**config.mk**
```make
export PLATFORM = sky130hd
export DESIGN_NAME = free_busy_slot_query
export DESIGN_NICKNAME = d
export VERILOG_FILES = /design/src/hdl/fbsq_pkg.sv /design/src/hdl/fbsq_ram.sv /design/src/hdl/fbsq_ctrl.sv /design/src/hdl/fbsq_dp.sv /design/src/hdl/free_busy_slot_query.sv
export SDC_FILE = /design/constraint.sdc
export NUM_CORES = 2
export LEC_CHECK = 0
export BUFFER_PORTS_ARGS = -buffer_cell sky130_fd_sc_hd__buf_2
export CAP_MARGIN = 15
export CELL_PAD_IN_SITES_DETAIL_PLACEMENT = 0
export CELL_PAD_IN_SITES_GLOBAL_PLACEMENT = 1
export CORE_MARGIN = 3
export CORE_UTILIZATION = 50
export DETAILED_ROUTE_END_ITERATION = 7
export GPL_ROUTABILITY_DRIVEN = 0
export PLACE_DENSITY_LB_ADDON = 0.1
export REMOVE_ABC_BUFFERS = 1
export SLEW_MARGIN = 20
export SYNTH_ARGS = -nofsm -noshare
export SYNTH_HDL_FRONTEND = slang
export SYNTH_HIERARCHICAL = 1
export SYNTH_SLANG_ARGS = --single-unit
```
**constraint.sdc**
```tcl
create_clock -name i_clk -period 7.6 [get_ports i_clk]
set_clock_uncertainty 0.1 [all_clocks]
set_input_delay 0.38 -clock i_clk [delete_from_list [all_inputs] [get_ports i_clk]]
set_output_delay 0.38 -clock i_clk [all_outputs]
set_load 0.05 [all_outputs]
```
**src/hdl/fbsq_pkg.sv**
```systemverilog
// shared types and constants for the free/busy slot query block
package fbsq_pkg;

    // opcodes of the input channel
    typedef enum logic [1:0] {
        OP_CLEAR  = 2'd0,
        OP_APPEND = 2'd1,
        OP_QUERY  = 2'd2,
        OP_RSVD   = 2'd3
    } t_opcode;

    // configuration register indexes
    localparam logic CFG_CAL_START = 1'b0;
    localparam logic CFG_SLOT_MIN  = 1'b1;

    localparam int          CFG_W        = 40;
    localparam int          TIME_W       = 40;
    localparam int          SWT_W        = 41;
    localparam int          MIN_W        = 11;
    localparam int          LEN_W        = 17;
    localparam int          SECS_PER_MIN = 60;
    localparam logic [10:0] SLOT_MIN_RST = 11'd15;
    localparam logic [2:0]  NO_DATA      = 3'd4;

    typedef enum logic [2:0] {
        S_IDLE,
        S_SPAN,
        S_CHECK,
        S_DIV,
        S_SINIT,
        S_SCAN,
        S_MUL,
        S_DONE
    } t_state;

    // controller to datapath
    typedef struct packed {
        logic clear;
        logic append;
        logic cap_query;
        logic calc_span;
        logic check;
        logic div_step;
        logic scan_init;
        logic scan_step;
        logic mul;
        logic load_out;
    } t_cmd;

    // datapath to controller
    typedef struct packed {
        logic nodata;
        logic div_last;
        logic scan_done;
        logic found;
        logic out_free;
    } t_stat;

endpackage

```
**src/hdl/fbsq_ram.sv**
```systemverilog
// generic simple dual port ram with registered read
module fbsq_ram #(
    parameter int WIDTH = 8,
    parameter int DEPTH = 256
) (
    input  logic                             i_clk,
    input  logic                             i_we,
    input  logic [$clog2(DEPTH > 1 ? DEPTH : 2)-1:0] i_waddr,
    input  logic [WIDTH-1:0]                 i_wdata,
    input  logic [$clog2(DEPTH > 1 ? DEPTH : 2)-1:0] i_raddr,
    output logic [WIDTH-1:0]                 o_rdata
);
    logic [WIDTH-1:0] r_mem [DEPTH];
    logic [WIDTH-1:0] r_rdata;

    always_ff @(posedge i_clk) begin
        if (i_we) begin
            r_mem[i_waddr] <= i_wdata;
        end
        r_rdata <= r_mem[i_raddr];
    end

    assign o_rdata = r_rdata;
endmodule

```
**src/hdl/fbsq_ctrl.sv**
```systemverilog
// sequencing state machine for the free/busy slot query block
module fbsq_ctrl
    import fbsq_pkg::*;
(
    input  logic       i_clk,
    input  logic       i_rst_n,
    input  logic       i_in_valid,
    output logic       o_in_ready,
    input  logic [1:0] i_opcode,
    input  t_stat      i_stat,
    output t_cmd       o_cmd
);
    t_state r_state;
    t_state n_state;
    logic   accept;

    always_ff @(posedge i_clk) begin
        if (!i_rst_n) begin
            r_state <= S_IDLE;
        end else begin
            r_state <= n_state;
        end
    end

    assign o_in_ready = (r_state == S_IDLE);
    assign accept     = i_in_valid && o_in_ready;

    always_comb begin
        n_state = r_state;
        o_cmd   = '0;
        case (r_state)
            S_IDLE: begin
                if (accept) begin
                    case (t_opcode'(i_opcode))
                        OP_CLEAR:  o_cmd.clear = 1'b1;
                        OP_APPEND: o_cmd.append = 1'b1;
                        OP_QUERY: begin
                            o_cmd.cap_query = 1'b1;
                            n_state = S_SPAN;
                        end
                        default: ;
                    endcase
                end
            end
            S_SPAN: begin
                o_cmd.calc_span = 1'b1;
                n_state = S_CHECK;
            end
            S_CHECK: begin
                o_cmd.check = 1'b1;
                n_state = i_stat.nodata ? S_DONE : S_DIV;
            end
            S_DIV: begin
                o_cmd.div_step = 1'b1;
                if (i_stat.div_last) begin
                    n_state = S_SINIT;
                end
            end
            S_SINIT: begin
                o_cmd.scan_init = 1'b1;
                n_state = S_SCAN;
            end
            S_SCAN: begin
                o_cmd.scan_step = 1'b1;
                if (i_stat.scan_done) begin
                    n_state = i_stat.found ? S_MUL : S_DONE;
                end
            end
            S_MUL: begin
                o_cmd.mul = 1'b1;
                n_state = S_DONE;
            end
            S_DONE: begin
                if (i_stat.out_free) begin
                    o_cmd.load_out = 1'b1;
                    n_state = S_IDLE;
                end
            end
            default: n_state = S_IDLE;
        endcase
    end

    property p_query_leaves_idle;
        @(posedge i_clk) disable iff (!i_rst_n)
            (accept && i_opcode == OP_QUERY) |=> (r_state == S_SPAN);
    endproperty
    a_query_leaves_idle: assert property (p_query_leaves_idle)
        else $error("query beat did not start the sequence");

    property p_cmd_beat_stays_idle;
        @(posedge i_clk) disable iff (!i_rst_n)
            (accept && i_opcode != OP_QUERY) |=> (r_state == S_IDLE);
    endproperty
    a_cmd_beat_stays_idle: assert property (p_cmd_beat_stays_idle)
        else $error("non-query beat left the idle state");

    property p_load_back_to_idle;
        @(posedge i_clk) disable iff (!i_rst_n)
            o_cmd.load_out |=> (r_state == S_IDLE);
    endproperty
    a_load_back_to_idle: assert property (p_load_back_to_idle)
        else $error("sequencer not idle after result load");
endmodule

```
**src/hdl/fbsq_dp.sv**
```systemverilog
// datapath: slot store, divider, forward scan and result register
module fbsq_dp
    import fbsq_pkg::*;
#(
    parameter int MAX_BYTES = 256
) (
    input  logic              i_clk,
    input  logic              i_rst_n,
    input  t_cmd              i_cmd,
    output t_stat             o_stat,
    input  logic              i_cfg_we,
    input  logic              i_cfg_idx,
    input  logic [CFG_W-1:0]  i_cfg_data,
    input  logic [7:0]        i_load_byte,
    input  logic [TIME_W-1:0] i_query_time,
    input  logic              i_out_ready,
    output logic              o_out_valid,
    output logic [2:0]        o_status,
    output logic [9:0]        o_slot_index,
    output logic              o_switch_found,
    output logic [SWT_W-1:0]  o_chg_time,
    output logic [2:0]        o_next_status,
    output logic              o_overflow
);
    localparam int BW  = $clog2(MAX_BYTES + 1);
    localparam int AW  = $clog2(MAX_BYTES > 1 ? MAX_BYTES : 2);
    localparam int QW  = BW + 2;
    localparam int KW  = $clog2(QW);
    localparam int SPW = QW + LEN_W;

    // config and control state
    logic [TIME_W-1:0] r_start;
    logic [MIN_W-1:0]  r_slot_min;
    logic [BW-1:0]     r_bytes;
    logic              r_ovf;
    logic              r_out_valid;
    logic              r_pend;

    // payload
    logic [TIME_W:0]   r_diff;
    logic [LEN_W-1:0]  r_len;
    logic [SPW-1:0]    r_span;
    logic              r_nodata;
    logic [TIME_W-1:0] r_rem;
    logic [QW-1:0]     r_quot;
    logic [KW-1:0]     r_k;
    logic [BW-1:0]     r_ptr;
    logic [BW-1:0]     r_rd_ptr;
    logic [1:0]        r_cur;
    logic              r_found;
    logic [QW-1:0]     r_sw_slot;
    logic [1:0]        r_next_st;
    logic [SPW-1:0]    r_prod;
    logic [2:0]        r_o_status;
    logic [9:0]        r_o_index;
    logic              r_o_found;
    logic [SWT_W-1:0]  r_o_swt;
    logic [2:0]        r_o_next;
    logic              r_o_ovf;

    logic [QW-1:0]     slots;
    logic [TIME_W-1:0] trial;
    logic              nodata_c;
    logic [7:0]        rdata;
    logic              first;
    logic [1:0]        pos;
    logic [1:0]        cur_now;
    logic              hit;
    logic [1:0]        hit_j;
    logic              last_byte;
    logic              ram_we;
    logic [QW+9:0]     idx_ext;

    assign slots    = {r_bytes, 2'b00};
    assign trial    = TIME_W'(r_len) << r_k;
    assign nodata_c = (r_len == '0) || (r_bytes == '0) || r_diff[TIME_W]
                      || (r_diff[TIME_W-1:0] >= TIME_W'(r_span));
    assign ram_we   = i_cmd.append && (r_bytes < BW'(MAX_BYTES));

    fbsq_ram #(
        .WIDTH (8),
        .DEPTH (MAX_BYTES)
    ) u_store (
        .i_clk   (i_clk),
        .i_we    (ram_we),
        .i_waddr (r_bytes[AW-1:0]),
        .i_wdata (i_load_byte),
        .i_raddr (r_ptr[AW-1:0]),
        .o_rdata (rdata)
    );

    // scan of one fetched byte, lowest differing slot wins
    assign first     = (r_rd_ptr == r_quot[QW-1:2]);
    assign pos       = r_quot[1:0];
    assign cur_now   = first ? 2'(rdata >> {pos, 1'b0}) : r_cur;
    assign last_byte = ({1'b0, r_rd_ptr} + 1'b1) == {1'b0, r_bytes};

    always_comb begin
        hit   = 1'b0;
        hit_j = 2'd0;
        for (int j = 3; j >= 0; j--) begin
            if ((rdata[2*j +: 2] != cur_now) && (!first || 2'(j) > pos)) begin
                hit   = 1'b1;
                hit_j = 2'(j);
            end
        end
    end

    assign o_stat.nodata    = nodata_c;
    assign o_stat.div_last  = (r_k == '0);
    assign o_stat.scan_done = r_pend && (hit || last_byte);
    assign o_stat.found     = hit;
    assign o_stat.out_free  = !r_out_valid || i_out_ready;

    always_ff @(posedge i_clk) begin
        if (!i_rst_n) begin
            r_start     <= '0;
            r_slot_min  <= SLOT_MIN_RST;
            r_bytes     <= '0;
            r_ovf       <= 1'b0;
            r_out_valid <= 1'b0;
            r_pend      <= 1'b0;
        end else begin
            if (i_cfg_we) begin
                case (i_cfg_idx)
                    CFG_CAL_START: r_start <= i_cfg_data;
                    CFG_SLOT_MIN:  r_slot_min <= i_cfg_data[MIN_W-1:0];
                    default: ;
                endcase
            end
            if (i_cmd.clear) begin
                r_bytes <= '0;
                r_ovf   <= 1'b0;
            end else if (i_cmd.append) begin
                if (ram_we) begin
                    r_bytes <= r_bytes + 1'b1;
                end else begin
                    r_ovf <= 1'b1;
                end
            end
            if (i_cmd.load_out) begin
                r_out_valid <= 1'b1;
            end else if (i_out_ready) begin
                r_out_valid <= 1'b0;
            end
            if (i_cmd.scan_init) begin
                r_pend <= 1'b0;
            end else if (i_cmd.scan_step) begin
                r_pend <= (r_ptr < r_bytes);
            end
        end
    end

    always_ff @(posedge i_clk) begin
        if (i_cmd.cap_query) begin
            r_diff <= {1'b0, i_query_time} - {1'b0, r_start};
            r_len  <= LEN_W'(r_slot_min) * LEN_W'(SECS_PER_MIN);
        end
        if (i_cmd.calc_span) begin
            r_span <= SPW'(slots) * SPW'(r_len);
        end
        if (i_cmd.check) begin
            r_nodata <= nodata_c;
            r_rem    <= r_diff[TIME_W-1:0];
            r_quot   <= '0;
            r_k      <= KW'(QW - 1);
        end
        // restoring division, one quotient bit a cycle
        if (i_cmd.div_step) begin
            if (r_rem >= trial) begin
                r_rem       <= r_rem - trial;
                r_quot[r_k] <= 1'b1;
            end
            r_k <= r_k - 1'b1;
        end
        if (i_cmd.scan_init) begin
            r_ptr   <= r_quot[QW-1:2];
            r_found <= 1'b0;
        end
        if (i_cmd.scan_step) begin
            if (r_ptr < r_bytes) begin
                r_ptr <= r_ptr + 1'b1;
            end
            r_rd_ptr <= r_ptr;
            if (r_pend) begin
                if (first) begin
                    r_cur <= cur_now;
                end
                if (hit) begin
                    r_found   <= 1'b1;
                    r_sw_slot <= {r_rd_ptr, hit_j};
                    r_next_st <= rdata[2*hit_j +: 2];
                end
            end
        end
        if (i_cmd.mul) begin
            r_prod <= SPW'(r_sw_slot) * SPW'(r_len);
        end
        // change time is start plus the product register
        if (i_cmd.load_out) begin
            r_o_status <= r_nodata ? NO_DATA : {1'b0, r_cur};
            r_o_index  <= r_nodata ? 10'd0 : idx_ext[9:0];
            r_o_found  <= !r_nodata && r_found;
            r_o_swt    <= (!r_nodata && r_found) ?
                          (SWT_W'(r_start) + SWT_W'(r_prod)) : '0;
            r_o_next   <= (!r_nodata && r_found) ? {1'b0, r_next_st} : NO_DATA;
            r_o_ovf    <= r_ovf;
        end
    end

    assign idx_ext = {10'd0, r_quot};

    assign o_out_valid    = r_out_valid;
    assign o_status       = r_o_status;
    assign o_slot_index   = r_o_index;
    assign o_switch_found = r_o_found;
    assign o_chg_time     = r_o_swt;
    assign o_next_status  = r_o_next;
    assign o_overflow     = r_o_ovf;

    property p_full_sets_ovf;
        @(posedge i_clk) disable iff (!i_rst_n)
            (i_cmd.append && !i_cmd.clear && r_bytes == BW'(MAX_BYTES)) |=> r_ovf;
    endproperty
    a_full_sets_ovf: assert property (p_full_sets_ovf)
        else $error("append into a full store did not flag overflow");

    property p_clear_empties;
        @(posedge i_clk) disable iff (!i_rst_n)
            i_cmd.clear |=> (!r_ovf && r_bytes == '0);
    endproperty
    a_clear_empties: assert property (p_clear_empties)
        else $error("clear left bytes or overflow behind");

    property p_quot_in_span;
        @(posedge i_clk) disable iff (!i_rst_n)
            i_cmd.scan_init |-> (r_quot < slots);
    endproperty
    a_quot_in_span: assert property (p_quot_in_span)
        else $error("slot index past loaded span after divide");

    property p_switch_after_query;
        @(posedge i_clk) disable iff (!i_rst_n)
            (i_cmd.scan_step && r_pend && hit) |=> (r_sw_slot > r_quot);
    endproperty
    a_switch_after_query: assert property (p_switch_after_query)
        else $error("switch slot not later than query slot");

    property p_load_when_free;
        @(posedge i_clk) disable iff (!i_rst_n)
            i_cmd.load_out |-> (!r_out_valid || i_out_ready);
    endproperty
    a_load_when_free: assert property (p_load_when_free)
        else $error("result register overwritten while held");
endmodule

```
**src/hdl/free_busy_slot_query.sv**
```systemverilog
// top level of the free/busy slot query block
//
// input channel (i_in_valid / o_in_ready) carries one beat per command:
//   clear store, append one byte of four 2-bit slot states, or query a time
// clear and append keep the sequencer idle and give no result beat
// a query gives exactly one beat on the output channel (o_out_valid / i_out_ready)
// a query steps through span, check, divide, scan init and scan, then multiply only
//   when a later change is found, then waits in done for a free result register;
//   QW = clog2(MAX_BYTES+1) + 2 is the restoring divider (one quotient bit a cycle),
//   the forward scan reads the stored bytes from the query slot on, one ram read
//   port, four slots a cycle; a query before the start, past the loaded span, with
//   an empty store or zero slot length skips divide and scan; the input is taken
//   only while the sequencer is idle, one query at a time
// the result register parts the two sides: clear and append beats are taken
//   while a finished result waits, a new query completes once it is drained
// a stalled receiver just holds the result beat, nothing is lost
// the config port directly writes the calendar start (index 0) and the slot length
//   in minutes (index 1); the user does so only while the block is idle, unenforced
// reset empties the store count and overflow flag, start 0, 15 minute slots;
//   the slot store itself needs no clearing pass
module free_busy_slot_query
    import fbsq_pkg::*;
#(
    parameter int MAX_BYTES = 256
) (
    input  logic              i_clk,
    input  logic              i_rst_n,
    // config write port
    input  logic              i_cfg_we,
    input  logic              i_cfg_idx,
    input  logic [CFG_W-1:0]  i_cfg_data,
    // command beats
    input  logic              i_in_valid,
    output logic              o_in_ready,
    input  logic [1:0]        i_opcode,
    input  logic [7:0]        i_load_byte,
    input  logic [TIME_W-1:0] i_query_time,
    // result beats
    output logic              o_out_valid,
    input  logic              i_out_ready,
    output logic [2:0]        o_status,
    output logic [9:0]        o_slot_index,
    output logic              o_switch_found,
    output logic [SWT_W-1:0]  o_chg_time,
    output logic [2:0]        o_next_status,
    output logic              o_overflow
);
    t_cmd  cmd;
    t_stat stat;

    // sequencer: accepts beats and steps the datapath through a query
    fbsq_ctrl u_ctrl (
        .i_clk      (i_clk),
        .i_rst_n    (i_rst_n),
        .i_in_valid (i_in_valid),
        .o_in_ready (o_in_ready),
        .i_opcode   (i_opcode),
        .i_stat     (stat),
        .o_cmd      (cmd)
    );

    // store, span check, divider, scan, change time and result register
    fbsq_dp #(
        .MAX_BYTES (MAX_BYTES)
    ) u_dp (
        .i_clk          (i_clk),
        .i_rst_n        (i_rst_n),
        .i_cmd          (cmd),
        .o_stat         (stat),
        .i_cfg_we       (i_cfg_we),
        .i_cfg_idx      (i_cfg_idx),
        .i_cfg_data     (i_cfg_data),
        .i_load_byte    (i_load_byte),
        .i_query_time   (i_query_time),
        .i_out_ready    (i_out_ready),
        .o_out_valid    (o_out_valid),
        .o_status       (o_status),
        .o_slot_index   (o_slot_index),
        .o_switch_found (o_switch_found),
        .o_chg_time     (o_chg_time),
        .o_next_status  (o_next_status),
        .o_overflow     (o_overflow)
    );
endmodule

```
==> impl_results.md <==
- Number of fillers in the final layout: 17.0k
- DP HPWL: 189,000 um
- Slew Viols, Final: 0
- Global route overflow: 0
- Met3 usage: 4.08%
- Final critical path time including I/O delays and setup: about 6500 ps
- Critical path class: register to register
- Number of optimization iterations in the first detailed-route pass: 6
- Achievable frequency: 153 MHz
- FFs w/ async S/R, synth: 0%
- Max-Slew Margin vs Limit: 20.7%
- VDD IR max: 0.281 mV
- Setup violation total in the final timing report: 0
- Cell Area, Placed: 112,000 sq um
- Prevailing post-synth register cell: sky130_fd_sc_hd__edfxtp_1
- Tightest hold margin: -5.94 ps
- Largest buffer count on any clock path: 3
- Pleak: 40.2 nW
- Share of the synthesized area in the top cell type: between 60 and 70%
- Routed wire length: 287,000 um
- Number of vias in the routed layout: a little over 60k
- Io pins: 157
- Placeable core region: 215,000 sq um
- Die Y: between 400 and 500 um
- Result of the run: finished, violations left
- # clock sinks: 2,377
- Starting DRC count in detailed routing: 5,345
- # hold bufs at CTS: 102
- RSZ-0062 raised after global routing: false
- Cell type contributing the most total cell area after synthesis: sky130_fd_sc_hd__edfxtp_1
- # Post-CTS Setup Buffers: 0
- Number of maximum-capacitance violations: 0
- Largest net degree at the start of global routing: between 100 and 150
- Final period utilization: between 80% and 90%
- Later-pin clock latency in the skew report: 890 ps
- Crit path max fanout: 15
- Starting Density: roughly 50%
- Layout cell share with drive strength beyond 1: 16.2%
- Std cell rows: 170
- Count of different cell masters after synthesis: roughly 100
- Final Hold Fails: 2
- H-Tree Level Count: 4
- Arr. time, crit path: 7030 ps
- Vias per Instance: 6.01
- Die Width: 472 um
- Required time of the worst setup path: 8080 ps
- Register bit total from synthesis: 2,377
- Global Route met1 Usage: between 30% and 40%
- Cell type of the slowest stage on the worst timing path: sky130_fd_sc_hd__edfxtp_1
- Most common cell in the netlist: sky130_fd_sc_hd__edfxtp_1
- Critical path, cell by cell: nand2_1 > fa_1 > fa_1 > fa_1 > inv_1 > fa_1 > inv_1 > fa_1 > inv_1 > ha_1 > a2111oi_0 > o21ai_0 > a41oi_1 > o21ai_0 > o211ai_1 > o21ai_0 > a41o_1 > a21oi_1 > xnor2_1
- Synthesized area per cell: around 16 sq um
- Post-synthesis to final-layout area growth: 11.4%
- First-pass GRT wire length: 422,000 um
- DIE AREA: 223,000 sq um
- Top delay family on crit path: adder cells
- Initial antenna violation count: 8
- Post-cts gate resize count: 0
- Actual slew at the worst max-slew pin: 1190 ps
- Kind of launch point of the worst setup path: register
- Post-synthesis instance area: around 110,000 sq um
- Post-synthesis cell count: about 6.8k
- CTS tree: done
- Power density cells: around 310 nW/um^2
- Layout net count: about 7.7k
- Cell types with the largest area share after synthesis: sky130_fd_sc_hd__edfxtp_1 62%, sky130_fd_sc_hd__mux4_2 9.6%, sky130_fd_sc_hd__fa_1 4.2%
- Sequential share of the synthesized area: 64.6%
- Number of enable flip-flop cells after synthesis: 2,244
- Number of port buffers: 156
- Largest incremental delay on the critical path: 740 ps
- Layer carrying the most global-route usage: met2
- Number of buffers created by CTS: 238
- Critical Path Sink Type: register
- Post-CTS clock slew at the launch and capture registers of the worst setup and hold paths: 60 ps
- Number of global-route vias before repair: 61.7k
- Number of nets with antenna violations after detailed routing: 0
- Global router's overall resource usage: 25.8%
- Warning count from the yosys run: 6
- Classification of the worst-slack hold path: input port to register
- Top cell by count, worst path: sky130_fd_sc_hd__fa_1
- Most used standard cells in the synthesized netlist: 2,244 x sky130_fd_sc_hd__edfxtp_1, 462 x sky130_fd_sc_hd__mux4_2, 452 x sky130_fd_sc_hd__nor2_1
- Violated checks: hold timing
- Met2 Use GR: 41.9%
- Final design instance area without fill: 121,000 sq um
- Post-detailed-route DRC marker count: 0
- Library cell used as clock root buffer: sky130_fd_sc_hd__clkbuf_16
- Combined buffer and inverter count along the critical path: 3
- Post-DR wirelength/cell: 28.3 um
-- flip-flops by register name (all words and copies together), names as in the netlist, 2 cells and up --
name / cells
u_dp/r_span: 24
u_dp/o_chg_time: 41
u_dp/r_prod: 26
u_dp/u_store/o_rdata: 8
u_dp/r_rd_ptr: 9
u_dp/r_slot_min: 11
u_dp/r_ptr: 9
u_dp/r_cur: 2
u_dp/r_diff: 41
u_dp/r_quot: 11
u_ctrl/r_state: 3
u_dp/o_status: 3
u_dp/r_len: 15
u_dp/o_next_status: 3
u_dp/r_sw_slot: 11
u_dp/r_bytes: 9
u_dp/o_slot_index: 10
u_dp/r_start: 40
u_dp/r_k: 4
u_dp/r_rem: 40
u_dp/u_store/r_mem: 2048
u_dp/r_next_st: 2
-- stage by stage --
step	instances	setup slack, ps	total power, W	setup TNS, ps	util, %
final	10100	1050	0.0380	0	56.1
after global routing	10100	664	0.0397	0	56.1
after CTS	10100	1060	0.0383	0	56.1
after detailed placement	9589	1080	0.0268	0	52.1
after global placement	9589	1030	0.0267	0	52.1
after floorplan	6475	-18600	0.0242	-331250	-
-- report_power, final --
| group | internal, W | switching [W] |
|---|---|---|
| clock | 0.00644 | 0.00502 |
| sequential | 0.0148 | 0.000445 |
| combinational | 0.00462 | 0.00672 |
-- metal layers --
metal	wire length, um	share of wire, %	up-vias
li1	-	-	26600
met1	121000	42	31800
met2	139000	48	2118
met3	18000	6.3	415
met4	9500	3.3	0
met5	0	0	-
-- layout make-up --
type	count	area, sq um	share of cell area [%]
well taps	2838	3550	2.94
multi-input cells	3689	35100	29.0
flip-flops and latches	2377	70100	58.0
clock buffers	295	6250	5.17
clock inverters	156	1450	1.20
diodes	6	15.0	0.0124
repair buffers	378	2890	2.39
inverters	409	1550	1.28
-- placed cells by master (no fill, tap or decap), types with 102 or more instances in the layout --
cell and instances:
sky130_fd_sc_hd__buf_4 111, sky130_fd_sc_hd__ha_1 266, sky130_fd_sc_hd__dfxtp_1 127, sky130_fd_sc_hd__inv_1 406, sky130_fd_sc_hd__mux4_2 462, sky130_fd_sc_hd__xnor2_1 130, sky130_fd_sc_hd__nor2_1 449, sky130_fd_sc_hd__a21oi_1 248
sky130_fd_sc_hd__and2_1 170, sky130_fd_sc_hd__a22oi_1 142, sky130_fd_sc_hd__edfxtp_1 2244, sky130_fd_sc_hd__buf_2 148, sky130_fd_sc_hd__dlygate4sd3_1 102, sky130_fd_sc_hd__clkbuf_16 240, sky130_fd_sc_hd__nand2_1 410, sky130_fd_sc_hd__mux2i_1 179
sky130_fd_sc_hd__fa_1 229
-- path summary, 6_finish.rpt --
check                                                  to         startpoint  depth (start not counted)  slack, ps
worst min-delay path            u_dp/u_store/r_mem[82][6]     i_load_byte[6]                          1         -6
worst min register to register            u_dp/o_overflow         u_dp/r_ovf                          0        370
worst max register to register            u_dp/r_prod[26]  u_dp/r_sw_slot[6]                         19       1050
worst max-delay path                      u_dp/r_prod[26]  u_dp/r_sw_slot[6]                         19       1050
-- kinds of logic after synthesis --
| group | Yosys count | synth area share [%] |
|---|---|---|
| DFF | 2377 | 64.6 |
| and+or+nand+nor | 1421 | 6.13 |
| AOI/OAI and AO/OA | 935 | 5.89 |
| buffers and inverters | 761 | 3.19 |
| muxes | 668 | 11.6 |
| adders and majority gates | 495 | 7.29 |
| xor gates and xnor gates | 170 | 1.37 |
No activity file was read; power rests on OpenSTA's default activity.
